<file path="src/sv/hsvrgb_pkg.sv">
// Shared types and constants for the HSV to RGB channel writer.
`default_nettype none

package hsvrgb_pkg;

    // Upper bound on the channel count, whatever num_outputs says
    localparam int MAX_CHANNELS = 1024;

    // Hue geometry: one sextant spans 60 degrees, a full turn 360
    localparam int HUE_TURN     = 360;
    localparam int SEXT_SPAN    = 60;

    // floor(x / 60) == (x * RECIP_60) >> RECIP_SHIFT for every x below 23831
    localparam int RECIP_60     = 17477;
    localparam int RECIP_SHIFT  = 20;

    // Configuration register indexes
    typedef enum logic [1:0] {
        CFG_MAX_BRIGHTNESS = 2'd0,
        CFG_PIN_GROUPING   = 2'd1,
        CFG_NUM_OUTPUTS    = 2'd2
    } cfg_index_t;

    // Hue sextants, named by which primary is ramping
    typedef enum logic [2:0] {
        SEXT_GREEN_UP   = 3'd0,
        SEXT_RED_DOWN   = 3'd1,
        SEXT_BLUE_UP    = 3'd2,
        SEXT_GREEN_DOWN = 3'd3,
        SEXT_RED_UP     = 3'd4,
        SEXT_BLUE_DOWN  = 3'd5
    } sextant_t;

    // Configuration as seen by the datapath
    typedef struct packed {
        logic [7:0]  max_brightness;
        logic [4:0]  pin_grouping;
        logic [10:0] num_outputs;
    } cfg_t;

    // Per-stage load enables
    typedef struct packed {
        logic ld1;
        logic ld2;
        logic ld3;
        logic ld4;
    } pipe_ctl_t;

endpackage

`default_nettype wire

</file>
<file path="src/sv/hsvrgb_index_pipe.sv">
// Channel index path: pipelined led / grouping divide, base index and range check.
`default_nettype none

module hsvrgb_index_pipe (
    input  logic                  clk,
    input  hsvrgb_pkg::pipe_ctl_t ctl,
    input  hsvrgb_pkg::cfg_t      cfg,
    input  logic [7:0]            led_number,
    input  logic [7:0]            channel_offset,
    output logic                  ok_s3,
    output logic                  ok,
    output logic [9:0]            red_index,
    output logic [9:0]            green_index,
    output logic [9:0]            blue_index
);
    import hsvrgb_pkg::*;

    // One restoring divide step: {quotient bit, new remainder}
    function automatic logic [5:0] div_step(input logic [4:0] rem, input logic din,
                                            input logic [4:0] div);
        logic [5:0] trial;
        trial = {rem, din};
        if (trial >= {1'b0, div})
        begin
            div_step = {1'b1, 5'(trial - {1'b0, div})};
        end
        else
        begin
            div_step = {1'b0, trial[4:0]};
        end
    endfunction

    // Stage 1 signals
    logic [4:0]  rem_a [0:4];
    logic [3:0]  q_hi;
    logic [7:0]  led_s1_reg;
    logic [7:0]  off_s1_reg;
    logic [4:0]  rem_s1_reg;
    logic [3:0]  qhi_s1_reg;

    // Stage 2 signals
    logic [4:0]  rem_b [0:4];
    logic [3:0]  q_lo;
    logic [7:0]  led_s2_reg;
    logic [7:0]  off_s2_reg;
    logic [7:0]  quo_s2_reg;

    // Stage 3 signals
    logic [12:0] grp_prod;
    logic [14:0] base;
    logic [14:0] mid;
    logic [14:0] last;
    logic [10:0] limit;
    logic        ok_next;
    logic [9:0]  idx0_s3_reg;
    logic [9:0]  idx1_s3_reg;
    logic [9:0]  idx2_s3_reg;
    logic        ok_s3_reg;

    // Stage 4 registers
    logic [9:0]  idx0_s4_reg;
    logic [9:0]  idx1_s4_reg;
    logic [9:0]  idx2_s4_reg;
    logic        ok_s4_reg;

    // Upper four quotient bits
    always_comb
    begin
        rem_a[0] = '0;
        for (int i = 0; i < 4; i++)
        begin
            {q_hi[3 - i], rem_a[i + 1]} = div_step(rem_a[i], led_number[7 - i],
                                                   cfg.pin_grouping);
        end
    end

    always_ff @(posedge clk)
    begin
        if (ctl.ld1)
        begin
            led_s1_reg <= led_number;
            off_s1_reg <= channel_offset;
            rem_s1_reg <= rem_a[4];
            qhi_s1_reg <= q_hi;
        end
    end

    // Lower four quotient bits
    always_comb
    begin
        rem_b[0] = rem_s1_reg;
        for (int i = 0; i < 4; i++)
        begin
            {q_lo[3 - i], rem_b[i + 1]} = div_step(rem_b[i], led_s1_reg[3 - i],
                                                   cfg.pin_grouping);
        end
    end

    always_ff @(posedge clk)
    begin
        if (ctl.ld2)
        begin
            led_s2_reg <= led_s1_reg;
            off_s2_reg <= off_s1_reg;
            quo_s2_reg <= {qhi_s1_reg, q_lo};
        end
    end

    // Base index, stride and range check; zero the indices when out of range
    always_comb
    begin
        grp_prod = 13'(cfg.pin_grouping) * 13'(quo_s2_reg);
        base     = 15'(led_s2_reg) + {1'b0, grp_prod, 1'b0} + 15'(off_s2_reg);
        mid      = base + 15'(cfg.pin_grouping);
        last     = mid + 15'(cfg.pin_grouping);
        limit    = (cfg.num_outputs < 11'(MAX_CHANNELS)) ? cfg.num_outputs
                                                         : 11'(MAX_CHANNELS);
        ok_next  = (cfg.pin_grouping != '0) && (last < 15'(limit));
    end

    always_ff @(posedge clk)
    begin
        if (ctl.ld3)
        begin
            ok_s3_reg   <= ok_next;
            idx0_s3_reg <= ok_next ? base[9:0] : '0;
            idx1_s3_reg <= ok_next ? mid[9:0]  : '0;
            idx2_s3_reg <= ok_next ? last[9:0] : '0;
        end
    end

    // Hold indices in line with the level path
    always_ff @(posedge clk)
    begin
        if (ctl.ld4)
        begin
            ok_s4_reg   <= ok_s3_reg;
            idx0_s4_reg <= idx0_s3_reg;
            idx1_s4_reg <= idx1_s3_reg;
            idx2_s4_reg <= idx2_s3_reg;
        end
    end

    assign ok_s3       = ok_s3_reg;
    assign ok          = ok_s4_reg;
    assign red_index   = idx0_s4_reg;
    assign green_index = idx1_s4_reg;
    assign blue_index  = idx2_s4_reg;

endmodule

`default_nettype wire

</file>
<file path="src/sv/hsvrgb_color_pipe.sv">
// Color path: sextant split, ramp products, divide by 60 and brightness scaling.
`default_nettype none

module hsvrgb_color_pipe (
    input  logic                  clk,
    input  hsvrgb_pkg::pipe_ctl_t ctl,
    input  hsvrgb_pkg::cfg_t      cfg,
    input  logic [8:0]            hue,
    input  logic [7:0]            saturation,
    input  logic [7:0]            brightness_value,
    input  logic                  ok_s3,
    output logic [7:0]            red_level,
    output logic [7:0]            green_level,
    output logic [7:0]            blue_level
);
    import hsvrgb_pkg::*;

    // Stage 1 signals
    logic [8:0]  hue_w;
    sextant_t    sext;
    logic [8:0]  sext_start;
    logic [15:0] bot_prod;
    logic [7:0]  val_s1_reg;
    logic [15:0] bprod_s1_reg;
    logic [5:0]  frac_s1_reg;
    sextant_t    sext_s1_reg;

    // Stage 2 signals
    logic [7:0]  bottom;
    logic [7:0]  span;
    logic [5:0]  frac_inv;
    logic [7:0]  val_s2_reg;
    logic [7:0]  bot_s2_reg;
    logic [13:0] rise_s2_reg;
    logic [13:0] fall_s2_reg;
    sextant_t    sext_s2_reg;

    // Stage 3 signals
    logic [28:0] rise_m;
    logic [28:0] fall_m;
    logic [7:0]  rising;
    logic [7:0]  falling;
    logic [7:0]  r_c;
    logic [7:0]  g_c;
    logic [7:0]  b_c;
    logic [7:0]  r_s3_reg;
    logic [7:0]  g_s3_reg;
    logic [7:0]  b_s3_reg;

    // Stage 4 signals
    logic [15:0] r_scl;
    logic [15:0] g_scl;
    logic [15:0] b_scl;
    logic [7:0]  r_s4_reg;
    logic [7:0]  g_s4_reg;
    logic [7:0]  b_s4_reg;

    // Wrap hue once, find sextant and position inside it, form bottom product
    always_comb
    begin
        hue_w = (hue >= 9'(HUE_TURN)) ? 9'(hue - 9'(HUE_TURN)) : hue;
        if (hue_w >= 9'(5 * SEXT_SPAN))
        begin
            sext = SEXT_BLUE_DOWN;
            sext_start = 9'(5 * SEXT_SPAN);
        end
        else if (hue_w >= 9'(4 * SEXT_SPAN))
        begin
            sext = SEXT_RED_UP;
            sext_start = 9'(4 * SEXT_SPAN);
        end
        else if (hue_w >= 9'(3 * SEXT_SPAN))
        begin
            sext = SEXT_GREEN_DOWN;
            sext_start = 9'(3 * SEXT_SPAN);
        end
        else if (hue_w >= 9'(2 * SEXT_SPAN))
        begin
            sext = SEXT_BLUE_UP;
            sext_start = 9'(2 * SEXT_SPAN);
        end
        else if (hue_w >= 9'(SEXT_SPAN))
        begin
            sext = SEXT_RED_DOWN;
            sext_start = 9'(SEXT_SPAN);
        end
        else
        begin
            sext = SEXT_GREEN_UP;
            sext_start = '0;
        end
        bot_prod = 16'(8'd255 - saturation) * 16'(brightness_value);
    end

    always_ff @(posedge clk)
    begin
        if (ctl.ld1)
        begin
            val_s1_reg   <= brightness_value;
            bprod_s1_reg <= bot_prod;
            frac_s1_reg  <= 6'(hue_w - sext_start);
            sext_s1_reg  <= sext;
        end
    end

    // Ramp numerators
    always_comb
    begin
        bottom   = bprod_s1_reg[15:8];
        span     = val_s1_reg - bottom;
        frac_inv = 6'(SEXT_SPAN) - frac_s1_reg;
    end

    always_ff @(posedge clk)
    begin
        if (ctl.ld2)
        begin
            val_s2_reg  <= val_s1_reg;
            bot_s2_reg  <= bottom;
            rise_s2_reg <= 14'(span) * 14'(frac_s1_reg);
            fall_s2_reg <= 14'(span) * 14'(frac_inv);
            sext_s2_reg <= sext_s1_reg;
        end
    end

    // Divide ramps by 60 and route to the primaries
    always_comb
    begin
        rise_m  = 29'(rise_s2_reg) * 29'(RECIP_60);
        fall_m  = 29'(fall_s2_reg) * 29'(RECIP_60);
        rising  = 8'(rise_m >> RECIP_SHIFT) + bot_s2_reg;
        falling = 8'(fall_m >> RECIP_SHIFT) + bot_s2_reg;
        case (sext_s2_reg)
            SEXT_GREEN_UP:
            begin
                r_c = val_s2_reg; g_c = rising;     b_c = bot_s2_reg;
            end
            SEXT_RED_DOWN:
            begin
                r_c = falling;    g_c = val_s2_reg; b_c = bot_s2_reg;
            end
            SEXT_BLUE_UP:
            begin
                r_c = bot_s2_reg; g_c = val_s2_reg; b_c = rising;
            end
            SEXT_GREEN_DOWN:
            begin
                r_c = bot_s2_reg; g_c = falling;    b_c = val_s2_reg;
            end
            SEXT_RED_UP:
            begin
                r_c = rising;     g_c = bot_s2_reg; b_c = val_s2_reg;
            end
            default:
            begin
                r_c = val_s2_reg; g_c = bot_s2_reg; b_c = falling;
            end
        endcase
    end

    always_ff @(posedge clk)
    begin
        if (ctl.ld3)
        begin
            r_s3_reg <= r_c;
            g_s3_reg <= g_c;
            b_s3_reg <= b_c;
        end
    end

    // Scale by full-scale brightness, drop to zero when out of range
    always_comb
    begin
        r_scl = 16'(r_s3_reg) * 16'(cfg.max_brightness);
        g_scl = 16'(g_s3_reg) * 16'(cfg.max_brightness);
        b_scl = 16'(b_s3_reg) * 16'(cfg.max_brightness);
    end

    always_ff @(posedge clk)
    begin
        if (ctl.ld4)
        begin
            r_s4_reg <= ok_s3 ? r_scl[15:8] : '0;
            g_s4_reg <= ok_s3 ? g_scl[15:8] : '0;
            b_s4_reg <= ok_s3 ? b_scl[15:8] : '0;
        end
    end

    assign red_level   = r_s4_reg;
    assign green_level = g_s4_reg;
    assign blue_level  = b_s4_reg;

endmodule

`default_nettype wire

</file>
<file path="src/sv/hsv_to_rgb_channel_writer_top.sv">
// Top level of the HSV to RGB channel writer: config registers, pipeline control, ports.
//
// Channel   | Signals                          | Contents (low bit first)
// ----------+----------------------------------+---------------------------------------
// input     | s_tvalid s_tready s_tdata[47:0]  | led_number, hue, saturation,
//           |                                  | brightness_value, channel_offset, pad
// output    | m_tvalid m_tready m_tdata[55:0]  | red/green/blue_index, red/green/blue_level
//           | m_tuser[0]                       | ok
// config    | cfg_wr_en cfg_addr cfg_wdata     | max_brightness, pin_grouping, num_outputs
//
// One transaction per cycle in and out while m_tready is high, through the four
// register stages (divide upper half, divide lower half / ramp products, divide
// by 60 / base index, brightness multiply). A stall on m_tready backs up through
// the stage valids and frees s_tready again as soon as a bubble exists.
// Reset clears the stage valids and loads the register defaults.
`default_nettype none

module hsv_to_rgb_channel_writer_top (
    input  logic        clk,
    input  logic        rst_n,
    input  logic        s_tvalid,
    output logic        s_tready,
    input  logic [47:0] s_tdata,    // led_number[7:0], hue[16:8], saturation[24:17],
                                    // brightness_value[32:25], channel_offset[40:33]
    output logic        m_tvalid,
    input  logic        m_tready,
    output logic [55:0] m_tdata,    // red_index[9:0], green_index[19:10],
                                    // blue_index[29:20], red_level[37:30],
                                    // green_level[45:38], blue_level[53:46]
    output logic [0:0]  m_tuser,    // ok[0]
    input  logic        cfg_wr_en,
    input  logic [1:0]  cfg_addr,
    input  logic [10:0] cfg_wdata
);
    import hsvrgb_pkg::*;

    cfg_t       cfg_reg;
    logic [3:0] vld_reg;
    logic [3:0] vld_next;
    logic [3:0] rdy;
    pipe_ctl_t  ctl;

    logic       ok;
    logic       ok_s3;
    logic [9:0] red_index;
    logic [9:0] green_index;
    logic [9:0] blue_index;
    logic [7:0] red_level;
    logic [7:0] green_level;
    logic [7:0] blue_level;

    // Register writes
    always_ff @(posedge clk or negedge rst_n)
    begin
        if (!rst_n)
        begin
            cfg_reg.max_brightness <= '0;
            cfg_reg.pin_grouping   <= 5'd1;
            cfg_reg.num_outputs    <= 11'(MAX_CHANNELS);
        end
        else if (cfg_wr_en)
        begin
            unique case (cfg_index_t'(cfg_addr))
                CFG_MAX_BRIGHTNESS: cfg_reg.max_brightness <= cfg_wdata[7:0];
                CFG_PIN_GROUPING:   cfg_reg.pin_grouping   <= cfg_wdata[4:0];
                CFG_NUM_OUTPUTS:    cfg_reg.num_outputs    <= cfg_wdata;
                default:            cfg_reg <= cfg_reg;
            endcase
        end
    end

    // Stage can load when empty or when its contents move on
    always_comb
    begin
        rdy[3]   = !vld_reg[3] || m_tready;
        rdy[2]   = !vld_reg[2] || rdy[3];
        rdy[1]   = !vld_reg[1] || rdy[2];
        rdy[0]   = !vld_reg[0] || rdy[1];
        ctl.ld1  = rdy[0];
        ctl.ld2  = rdy[1];
        ctl.ld3  = rdy[2];
        ctl.ld4  = rdy[3];
        vld_next[0] = rdy[0] ? s_tvalid   : vld_reg[0];
        vld_next[1] = rdy[1] ? vld_reg[0] : vld_reg[1];
        vld_next[2] = rdy[2] ? vld_reg[1] : vld_reg[2];
        vld_next[3] = rdy[3] ? vld_reg[2] : vld_reg[3];
    end

    // Advance stage valids
    always_ff @(posedge clk or negedge rst_n)
    begin
        if (!rst_n)
        begin
            vld_reg <= '0;
        end
        else
        begin
            vld_reg <= vld_next;
        end
    end

    hsvrgb_index_pipe u_index (
        .clk            (clk),
        .ctl            (ctl),
        .cfg            (cfg_reg),
        .led_number     (s_tdata[7:0]),
        .channel_offset (s_tdata[40:33]),
        .ok_s3          (ok_s3),
        .ok             (ok),
        .red_index      (red_index),
        .green_index    (green_index),
        .blue_index     (blue_index)
    );

    hsvrgb_color_pipe u_color (
        .clk              (clk),
        .ctl              (ctl),
        .cfg              (cfg_reg),
        .hue              (s_tdata[16:8]),
        .saturation       (s_tdata[24:17]),
        .brightness_value (s_tdata[32:25]),
        .ok_s3            (ok_s3),
        .red_level        (red_level),
        .green_level      (green_level),
        .blue_level       (blue_level)
    );

    assign s_tready = rdy[0];
    assign m_tvalid = vld_reg[3];
    assign m_tuser  = ok;
    assign m_tdata  = {2'b00, blue_level, green_level, red_level,
                       blue_index, green_index, red_index};

endmodule

`default_nettype wire

</file>
<file path="config.mk">
export PLATFORM = sky130hd
export DESIGN_NAME = hsv_to_rgb_channel_writer_top
export DESIGN_NICKNAME = d
export VERILOG_FILES = /design/src/sv/hsvrgb_pkg.sv /design/src/sv/hsvrgb_index_pipe.sv /design/src/sv/hsvrgb_color_pipe.sv /design/src/sv/hsv_to_rgb_channel_writer_top.sv
export SDC_FILE = /design/constraint.sdc
export NUM_CORES = 1
export LEC_CHECK = 0
export BUFFER_PORTS_ARGS = -buffer_cell sky130_fd_sc_hd__buf_2
export CORE_MARGIN = 1.5
export CORE_UTILIZATION = 60
export DETAILED_ROUTE_END_ITERATION = 8
export PLACE_DENSITY = 0.79
export SETUP_SLACK_MARGIN = 0.2
export SYNTH_ARGS = -nofsm -noshare
export SYNTH_HDL_FRONTEND = slang
export SYNTH_SLANG_ARGS = --single-unit
</file>
<file path="constraint.sdc">
create_clock -name clk -period 21.4 [get_ports clk]
set_input_delay 2.14 -clock clk [delete_from_list [all_inputs] [get_ports clk]]
set_output_delay 2.14 -clock clk [all_outputs]
set_load 0.05 [all_outputs]
</file>
; Word level (Yosys, flattened, before mapping)
; Cells that the tools add are included.
[word_totals]
ff_bits = 267
out_inout_bits = 59
mem_bits_ro = 0
latchBits = 0
ram_bits = 0
word_cells = 130
memories = 0
inputBits = 66
[op_classes]
mux = 22
magnitude_cmp = 16
n_div = 0
n_eq_ne = 6
n_reduce_logical = 20
shifts = 0
n_mul = 9
n_addsub = 19
n_bitwise = 0
[op_table]
columns = cell, n
row1 = 6-bit 2-to-1 mux, 13
row2 = 8-bit case mux with 3 select lines, 3
row3 = "14-bit by 15-bit multiplier with 28-bit output, second input constant", 2
row4 = 8-bit by 8-bit multiplier with 16-bit output, 3
row5 = 6-bit by 5-bit greater-or-equal comparator with 1-bit output, 7
row6 = 5-bit subtractor, 7
row7 = 15-bit by 5-bit adder with 15-bit output, 2
row8 = 8-bit by 6-bit multiplier with 14-bit output, 2
row9 = "9-bit by 8-bit greater-or-equal comparator with 1-bit output, second input constant", 2
row10 = "9-bit greater-or-equal comparator, second input constant", 2
row11 = 8-bit adder, 2
row12 = 16-bit by 8-bit multiplier with 16-bit output, 1
row13 = 15-bit by 8-bit adder with 15-bit output, 1
row14 = 8-bit by 14-bit adder with 15-bit output, 1
row15 = 15-bit by 11-bit less-than comparator with 1-bit output, 1
row16 = 5-bit by 8-bit multiplier with 13-bit output, 1
row17 = "11-bit less-than comparator, second input constant", 1
row18 = 11-bit 2-to-1 mux, 1
row19 = 2-bit OR reduction, 5
row20 = "9-bit by 6-bit greater-or-equal comparator with 1-bit output, second input constant", 1
row21 = "9-bit by 7-bit greater-or-equal comparator with 1-bit output, second input constant", 1
row22 = 9-bit 2-to-1 mux, 1
row23 = "8-bit by 8-bit subtractor with 9-bit output, first input constant", 1
row24 = "9-bit subtractor, second input constant", 1
row25 = 19 further kinds, 30

; Longest topological paths before layout
; Gate-level depths: netlist of the first run.
[depth]
word_depth = 9
ltp_mapped = 35
depth_no_buf = 34

; Modules after synthesis
; From an unflattened synthesis of the first run, not the netlist that was laid out.
[unflattened]
hier_cells = 2848
hier_area_um2 = 29389.4
[by_module_without_submodules]
columns = mod, instances, area_per_inst_um2, cells_per_inst, seq_area_each_um2
row1 = hsvrgb_color_pipe, 1, 19992.9, 2047, 3573.4
row2 = hsvrgb_index_pipe, 1, 8301.7, 733, 3333.2
row3 = hsv_to_rgb_channel_writer_top, 1, 1094.8, 68, 703.2

; Least setup slack after synthesis of the first run
; OpenSTA, ideal clock, no wires.
[synth_timing]
path_type = in2reg
startpoint = input port s_tdata[7]
endpoint = register u_index.rem_s1_reg[2], data pin
slack_ns = 14.194
cell_stages = 28
setup_time_ns = 0.260
arrival_ns = 6.947
n_path_buf = 1
required_time_ns = 21.140
path_cell_list = inv_1 -> ha_1 -> inv_1 -> ha_1 -> and2_1 -> ha_1 -> a21o_1 -> a21oi_1 -> nand2_1 -> nand2_1 -> nand2_1 -> nor2_1 -> a21oi_1 -> fa_1 -> a21o_1 -> a21oi_1 -> nand2_1 -> a221o_1 -> buf_4 -> mux2_2 -> ha_1 -> nor2b_1 -> o21ai_0 -> nand2b_1 -> a41o_1 -> a21oi_1 -> nand2_2 -> mux2_2
[synth_lines]
columns = element, line
row1 = "start, declared", hsv_to_rgb_channel_writer_top.sv:23  ; input logic [47:0] s_tdata,
row2 = "end signal, assigned", hsvrgb_index_pipe.sv:83  ; rem_s1_reg <= rem_a[4];
row3 = "end, declared", hsvrgb_index_pipe.sv:38  ; logic [4:0] rem_s1_reg;

; Final worst setup path of the first run
[layout_timing]
startpoint = register cfg_reg[14] (netlist bit)
endpoint = register u_index.idx0_s3_reg[8], data pin
[layout_via]
elab_chain_cells = 7
word_cells_on_any_way = 8
classes_between = add/sub: 4 / mul: 1 / order compare: 1 / reduce/logical: 2
[layout_rtl]
columns = element, line
row1 = "start, declared", hsv_to_rgb_channel_writer_top.sv:37  ; cfg_t cfg_reg;
row2 = "start signal, assigned", hsv_to_rgb_channel_writer_top.sv:67  ; default: cfg_reg <= cfg_reg;
row3 = 5-bit by 8-bit multiplier with 13-bit output, hsvrgb_index_pipe.sv:112  ; grp_prod = 13'(cfg.pin_grouping) * 13'(quo_s2_reg);
row4 = 8-bit by 14-bit adder with 15-bit output, hsvrgb_index_pipe.sv:113  ; base = 15'(led_s2_reg) + {1'b0, grp_prod, 1'b0} + 15'(off_s2_reg);
row5 = 15-bit by 8-bit adder with 15-bit output, hsvrgb_index_pipe.sv:113
row6 = net u_index.base[4], hsvrgb_index_pipe.sv:50  ; logic [14:0] base;
row7 = 15-bit by 5-bit adder with 15-bit output, hsvrgb_index_pipe.sv:114  ; mid = base + 15'(cfg.pin_grouping);
row8 = net u_index.mid[4], hsvrgb_index_pipe.sv:51  ; logic [14:0] mid;
row9 = 15-bit by 5-bit adder with 15-bit output, hsvrgb_index_pipe.sv:115  ; last = mid + 15'(cfg.pin_grouping);
row10 = net u_index.last[7], hsvrgb_index_pipe.sv:52  ; logic [14:0] last;
row11 = 15-bit by 11-bit less-than comparator with 1-bit output, hsvrgb_index_pipe.sv:118  ; ok_next = (cfg.pin_grouping != '0) && (last < 15'(limit));
row12 = 1-bit logical AND, hsvrgb_index_pipe.sv:118
row13 = "end signal, assigned", hsvrgb_index_pipe.sv:126  ; idx0_s3_reg <= ok_next ? base[9:0] : '0;
row14 = "end, declared", hsvrgb_index_pipe.sv:55  ; logic [9:0] idx0_s3_reg;
; The timed path passes the listed nets, and every way through them passes these cells.
; A chain may end at the register's enable or synchronous reset.

==> results.txt, run 1 <==
The flow ran to the end, and the final reports show no timing, DRC or antenna violations. At the pin with the least slew margin, the transition time is 1.19 ns. The floorplan has 80 rows. In this run the post-CTS setup repair buffer count came out at 0.

For this run, design rule violations remaining after detail routing come to 0. The count of buffers from port buffering is 115, and the final critical-path share of the clock period is 38.4%. The post-synthesis instance area was 29000 um2; the post-synthesis cell count was 2803. The tools report the HPWL reported at the end of detailed placement as 47300 um. The share of synthesized area in the top cell type comes to 23.6%. The tools report the worst clock skew as 0.0309 ns. The first-pass GRT wire length is 101000 um, and the normalized max-slew margin is 20.6%.

Yosys mapped a number of flops with a built-in enable equal to 228. The run gives 0 as the remaining global-route overflow. The setup path with the least slack is of type register to register.

The logs give 49700 um2 for the die area and 30 for the total clock buffers created by CTS. The distinct cell type count of the synthesized netlist is 92. STA classifies the critical path startpoint as a register. Across the run, the number of max-cap violations was 0.

The origin of the worst setup path is cfg_reg[14]$_DFFE_PN0P_. Average wire length per cell after detail routing: 16.8 um. The type of destination of the critical path was a register. The final antenna-violating net count came out at 0. After synthesis, the share of flip-flops with an asynchronous set or reset is 10.9%. Setup repair after global routing left no endpoint under its margin. In the final layout, the share of cells above drive strength 1 is 9.49%.

TritonCTS built the clock tree. The tools report the root buffer selected by CTS as sky130_fd_sc_hd__clkbuf_16. The worst reg-to-reg path cell count works out to 27.

The number of vias in the routed layout came out at 20187. The most area-hungry cell type in the Yosys netlist was sky130_fd_sc_hd__edfxtp_1. The hold violation count in the final report was 0. Setup total negative slack on the finished layout was measured at 0 ns. The register with the most flip-flops in the layout has 24 of them. Entering global routing, the biggest net connects 72 pins. For the clock sink total, the log shows 256. Worst hold-check path type: register to register. During synthesis, Yosys emitted a total of 0 warnings. The tools report the later-pin clock latency in the skew report as 0.59 ns. The tools report the core footprint as 47700 um2. The area overhead of the layout relative to synthesis was 7.29%; the setup-violating endpoint count in the final report was 0.

The number of max-slew violations in the final report came out at 0. The share of the Yosys chip area taken by registers is 26.0%. The number of hold buffers added after CTS is 0. The worst min-delay path startpoint is u_index.off_s1_reg[6]$_DFFE_PP_.

Violation count after the first detailed-route iteration: 1094. The final weighted congestion in routability-driven placement was 0.900; the number of antenna violations at the first check in global routing was 0. The final layout contains 3687 nets.

The run gives 125 as the number of I/O pins. The startpoint identified for the worst register-to-register timing path is cfg_reg[14]$_DFFE_PN0P_. The detailed-routing iteration count for the pre-antenna-repair pass was 5; the flip-flop and latch count after synthesis was 256. The leading cell type in the layout, fill and taps excluded is sky130_fd_sc_hd__ha_1. The clock passes through at most 3 buffers.

For the number of fillers in the final layout, the log shows 3642. The run gives 21105 as the via count of the first global-routing pass. For this run, the leading register cell type out of synthesis is sky130_fd_sc_hd__edfxtp_1. The number of stages on the worst hold path was 0; the detailed-route vias per instance was 5.71. For the depth of the CTS H-tree, the log shows 1.

The maximum clock rate is 122 MHz, and the routed wire length is 59500 um. Global routing used 24.6% of the available tracks. Averaged over all synthesized cells, the footprint is 10.4 um2. Horizontal extent of the die: 223 um. By area the synthesized netlist is led by sky130_fd_sc_hd__edfxtp_1, sky130_fd_sc_hd__ha_1, sky130_fd_sc_hd__fa_1, sky130_fd_sc_hd__inv_1, sky130_fd_sc_hd__and2_1. The repair_antennas step left the layout with diodes totalling 0. The data arrival at the endpoint of the critical path was 8.62 ns.

The tools report the number of gates given a new drive strength after cts as 0. The top cell types in the final layout, fill and taps aside, are sky130_fd_sc_hd__ha_1, sky130_fd_sc_hd__inv_1, sky130_fd_sc_hd__fa_1. Subtracting the final worst setup slack from the clock period gives 8.21 ns.

For the initial core utilization, the log shows 60.8%. The floorplan step set the die height to 223 um. Clock input transition at the sequential cells of the worst setup and hold paths: 0.06 ns. The critical path data required time was 21.81 ns; the largest fanout on the critical path was 30.
-- critical path, cell delays in order, from the launching register on --
cell and delay [ns]:
sky130_fd_sc_hd__dfrtp_1 0.72, sky130_fd_sc_hd__and2_1 0.21, sky130_fd_sc_hd__ha_1 0.23, sky130_fd_sc_hd__ha_1 0.30, sky130_fd_sc_hd__fa_1 0.54, sky130_fd_sc_hd__fa_1 0.56
sky130_fd_sc_hd__inv_1 0.06, sky130_fd_sc_hd__fa_1 0.48, sky130_fd_sc_hd__inv_1 0.04, sky130_fd_sc_hd__ha_1 0.37, sky130_fd_sc_hd__xnor2_1 0.28, sky130_fd_sc_hd__ha_1 0.32
sky130_fd_sc_hd__o21a_1 0.13, sky130_fd_sc_hd__o31a_1 0.12, sky130_fd_sc_hd__a21oi_1 0.22, sky130_fd_sc_hd__ha_1 0.24, sky130_fd_sc_hd__nand2_1 0.07, sky130_fd_sc_hd__o21ai_0 0.43
sky130_fd_sc_hd__nand2_1 0.12, sky130_fd_sc_hd__maj3_1 0.35, sky130_fd_sc_hd__o21ai_0 0.21, sky130_fd_sc_hd__xor2_1 0.31, sky130_fd_sc_hd__ha_1 0.29, sky130_fd_sc_hd__nand4_1 0.09
sky130_fd_sc_hd__o21ai_0 0.10, sky130_fd_sc_hd__or4_1 0.55, sky130_fd_sc_hd__o2bb2a_4 0.39, sky130_fd_sc_hd__nor4_4 0.28
-- synthesized netlist by cell type (all sizes together) (21+ instances only) --
master  number
clkbuf      45
o21ai       91
ha         458
nand3       35
inv        432
nor3b       27
dfrtp       26
mux2i       29
mux2        43
nor2b       62
o21bai      21
fa         268
a21oi      102
a21o        37
nor2       105
and2       173
xnor2       87
edfxtp     228
xor2        43
nand2      207
nor3        41
nand2b      55
-- path summary, 6_finish.rpt --
kind	end	slack, ns
max in group asynchronous	cfg_reg[23]$_DFFE_PN0P_	19.38
min in group asynchronous	cfg_reg[1]$_DFFE_PN0P_	1.58
worst max-delay path	u_index.idx0_s3_reg[8]$_SDFFCE_PN0P_	13.19
worst min-delay path	u_index.off_s2_reg[6]$_DFFE_PP_	0.41
worst max register to register	u_index.idx0_s3_reg[8]$_SDFFCE_PN0P_	13.19
worst min register to register	u_index.off_s2_reg[6]$_DFFE_PP_	0.41
-- logic make-up (layout without fill, tap and decap cells) --
logic type | after synthesis | count (layout) | synth area share, %
flops | 256 | 256 | 26.0
mux | 72 | 72 | 2.67
buf+inv | 495 | 610 | 6.55
simple gates | 767 | 767 | 14.5
xor+xnor | 130 | 130 | 4.08
fa+ha+maj | 727 | 727 | 38.3
compound gates | 355 | 355 | 7.95
other cells | 1 | 2 | 0.0129
-- layout make-up --
type / instances / area [um2] / area share (%)
flip-flops and latches: 256 / 7550 / 24.2
clock buffers: 35 / 791 / 2.54
clock inverters: 21 / 181 / 0.583
inverters: 433 / 1630 / 5.22
multi-input cells: 2053 / 19600 / 62.9
repair buffers: 121 / 621 / 1.99
well taps: 615 / 769 / 2.47
-- through the flow --
step | setup WS, ns | area (um2) | utilization, % | instances | hold WS (ns)
detailed placement | 13.30 | 30200 | 63.2 | 3478 | 0.405
CTS | 13.25 | 31100 | 65.2 | 3534 | 0.415
global route | 12.79 | 31100 | 65.2 | 3534 | 0.421
finish | 13.19 | 31100 | 65.2 | 3534 | 0.414
global placement | 13.49 | 30200 | 63.2 | 3478 | 0.403
floorplan | 14.19 | 29000 | - | 2804 | 0.400
-- routing by layer --
layer,wire length [um],part of all wire [%],global-route usage [%],vias up
met1,25900,43,31.8,9980
met5,0,0,0,-
met4,1650,2.8,6.93,0
met3,2310,3.9,2.37,116
li1,-,-,-,9610
met2,29700,50,44.2,481
Power of run 1 is left out: the tool's default activity adds up to more than one toggle a clock period on the data nets, which glitch-free logic cannot reach.
==> run 2: changes to the inputs <==
Clock period 21.4 ns to 7.6 ns, I/O delays scaled along.
==> results.txt, run 2 (synthesis results as in run 1) <==
The run finished with clean final reports. The tools report the later-pin clock latency in the skew report as 0.57 ns. The number of vias in the routed layout came out at 20294.

For this design, the CTS-stage hold fixing added 0 buffers. Together, buffers and inverters on the worst path number 2. Summed over all layers, the global routing overflow is 0. The final layout contains routed wiring with a total length of 60700 um. Count of buffers from port buffering: 115. The number of fillers in the final layout was 3570; the number of buffers on the longest clock path was 3. The hold violation count in the final report was 0. The first routing iteration left 1272 violations. The via count of the first global-routing pass is 21672.

For this run, the detailed router's first-pass iteration total came to 5. For this run, the top clock speed supported by timing is 140 MHz. The data arrival at the endpoint of the critical path is 7.57 ns. STA classifies the critical path endpoint as a register. For this run, the slowest stage of the critical path takes 0.60 ns. The share of cells above drive strength 1 is 10.8%. Max-cap violations in this run came to 0. Global routing used 24.9% of the available tracks. The clock input transition at the sequential cells of the worst setup and hold paths is 0.06 ns.

In the routed design, unresolved DRC markers number 0. The area overhead of the layout relative to synthesis was 8.42%; the die height was 223 um. The final critical-path required period was 7.17 ns.

The largest fanout on the critical path was 8. Worst clock skew: 0.0139 ns. Critical path startpoint category: a register. The HPWL reported at the end of detailed placement is 47600 um. TritonCTS built the clock tree. The global-route met2 utilization is 44.8%. Setup repair after global routing left no endpoint under its margin.

The share of the core filled with cells in the final layout is 65.9%. The row count is 80. The logs give 32.1% for the global-route met1 utilization and 0 for the setup-violating endpoint count in the final report.

The die covers 49700 um2. Leaving out fill and tap cells, the most frequent cell in the layout is sky130_fd_sc_hd__ha_1. The number of I/O pins is 125, and the core footprint is 47700 um2. The master of the slowest instance on the critical path was sky130_fd_sc_hd__or4_4.

The initial core utilization was 60.8%; the final critical-path share of the clock period was 94.3%. The first global-routing pass estimated 102000 um of wire. The cell family contributing the most delay on the critical path is adder cells.

Global routing used 2.34% of the available met3 tracks. The run gives 72 as the largest net degree at the start of global routing. 0 antenna diodes ended up in the layout. The tools report the root buffer selected by CTS as sky130_fd_sc_hd__clkbuf_16. The worst hold path belongs to the class primary input to asynchronous set/reset pin.

The tools report the critical path data required time as 8.00 ns. The detailed-route vias per instance came out at 5.70. Clock tree synthesis inserted a total of 30 buffers. The number of max-slew violations in the final report came out at 0.

The critical setup path kind was register to register. Headroom to the max-slew limit came out at 25.0%. The run gives 256 as the clock sink total.

At the end of the flow, the number of nets in the layout was 3712. The cell seen most often among critical-path stages is sky130_fd_sc_hd__ha_1. In this run the horizontal extent of the chip is 223 um. For the depth of the CTS H-tree, the log shows 1.

In this run the most used layer during global routing was met2. Routability-driven placement finished with a final weighted congestion of 0.885. In this run the remaining antenna-violating nets after routing total 0. The transition time of the tightest slew-check pin is 1.12 ns. The library cells used most frequently in the layout, excluding fill and tap cells, are sky130_fd_sc_hd__ha_1, sky130_fd_sc_hd__inv_1, sky130_fd_sc_hd__fa_1.

Number of flip-flops in the largest register: 24. The number of antenna violations at the first check in global routing was 0; the sum of negative setup slack was 0 ns. After detailed routing, the average wire length per cell comes to 17.1 um.
## run 2: cell types whose count changed in the layout (fill, tap and decap cells not counted), sizes merged
| cell | before | now |
|---|---|---|
| clkinv | 13 | 10 |
| buf | 121 | 143 |
| clkinvlp | 4 | 5 |
| bufinv | 2 | 3 |
| o2bb2a | 1 | 4 |
| clkbuf | 35 | 36 |
## run 2: layout make-up
cell class,count,area (um2),share of cell area [%]
tap,615,769,2.45
sequential,256,7550,24.0
multi-input combinational,2056,19700,62.7
clock buffer,36,795,2.53
inverter,433,1630,5.17
timing repair buffer,143,790,2.51
clock inverter,20,204,0.648
## run 2: layer usage
metal  part of all wire, %  up-vias
li1                      -     9667
met4                   2.5        0
met5                     0        -
met3                   4.2      102
met2                    50      514
met1                    43    10011
## run 2: final timing paths
kind | endpoint | start | slack [ns] | depth (start not counted)
setup / recovery | u_index.idx0_s3_reg[8]$_SDFFCE_PN0P_ | u_index.quo_s2_reg[1]$_DFFE_PP_ | 0.43 | 27
hold / removal | cfg_reg[12]$_DFFE_PN0P_ | rst_n | 0.27 | 1
setup reg to reg | u_index.idx0_s3_reg[8]$_SDFFCE_PN0P_ | u_index.quo_s2_reg[1]$_DFFE_PP_ | 0.43 | 27
hold reg to reg | u_index.red_index[2]$_DFFE_PP_ | u_index.idx0_s3_reg[2]$_SDFFCE_PN0P_ | 0.41 | 0
max in group asynchronous | cfg_reg[15]$_DFFE_PN0P_ | rst_n | 6.78 | 1
min in group clk | u_index.off_s1_reg[5]$_DFFE_PP_ | s_tdata[38] | 0.36 | 1
## run 2: repair_timing
action / CTS / global route
gates cloned: 2 / 1
setup buffers: 2 / 9
setup endpoints to repair: 30 / 34
resized for setup: 4 / 23
pin swaps: 1 / 10
## run 2: metrics by stage
stage          hold slack [ns]  instance area, um2  worst slack [ns]  instances
5_1_grt                  0.294               31500             0.160       3559
6_report                 0.273               31500             0.432       3559
2_1_floorplan            0.400               29000             0.406       2804
3_3_place_gp             0.402               30200             0.279       3489
4_1_cts                  0.257               31300             0.217       3549
3_5_place_dp             0.405               30200            0.0849       3489
## run 2: worst reg2reg max path, cell delays in order, from the launching register on
cell and delay, ns:
sky130_fd_sc_hd__edfxtp_1 0.44, sky130_fd_sc_hd__and2_1 0.17, sky130_fd_sc_hd__ha_1 0.30, sky130_fd_sc_hd__ha_1 0.29, sky130_fd_sc_hd__fa_1 0.49, sky130_fd_sc_hd__fa_1 0.55
sky130_fd_sc_hd__inv_1 0.05, sky130_fd_sc_hd__fa_1 0.47, sky130_fd_sc_hd__inv_1 0.04, sky130_fd_sc_hd__ha_2 0.32, sky130_fd_sc_hd__xnor2_1 0.23, sky130_fd_sc_hd__ha_1 0.30
sky130_fd_sc_hd__o21a_1 0.12, sky130_fd_sc_hd__o31a_1 0.12, sky130_fd_sc_hd__a21oi_1 0.22, sky130_fd_sc_hd__ha_1 0.25, sky130_fd_sc_hd__nand2_1 0.08, sky130_fd_sc_hd__o21ai_2 0.14
sky130_fd_sc_hd__nand2_1 0.08, sky130_fd_sc_hd__maj3_1 0.36, sky130_fd_sc_hd__o21ai_1 0.15, sky130_fd_sc_hd__xor2_1 0.24, sky130_fd_sc_hd__ha_1 0.27, sky130_fd_sc_hd__nand4_1 0.09
sky130_fd_sc_hd__o21ai_1 0.09, sky130_fd_sc_hd__or4_4 0.60, sky130_fd_sc_hd__o2bb2a_4 0.31, sky130_fd_sc_hd__nor4_4 0.21
Power of run 2 is left out for the same reason.
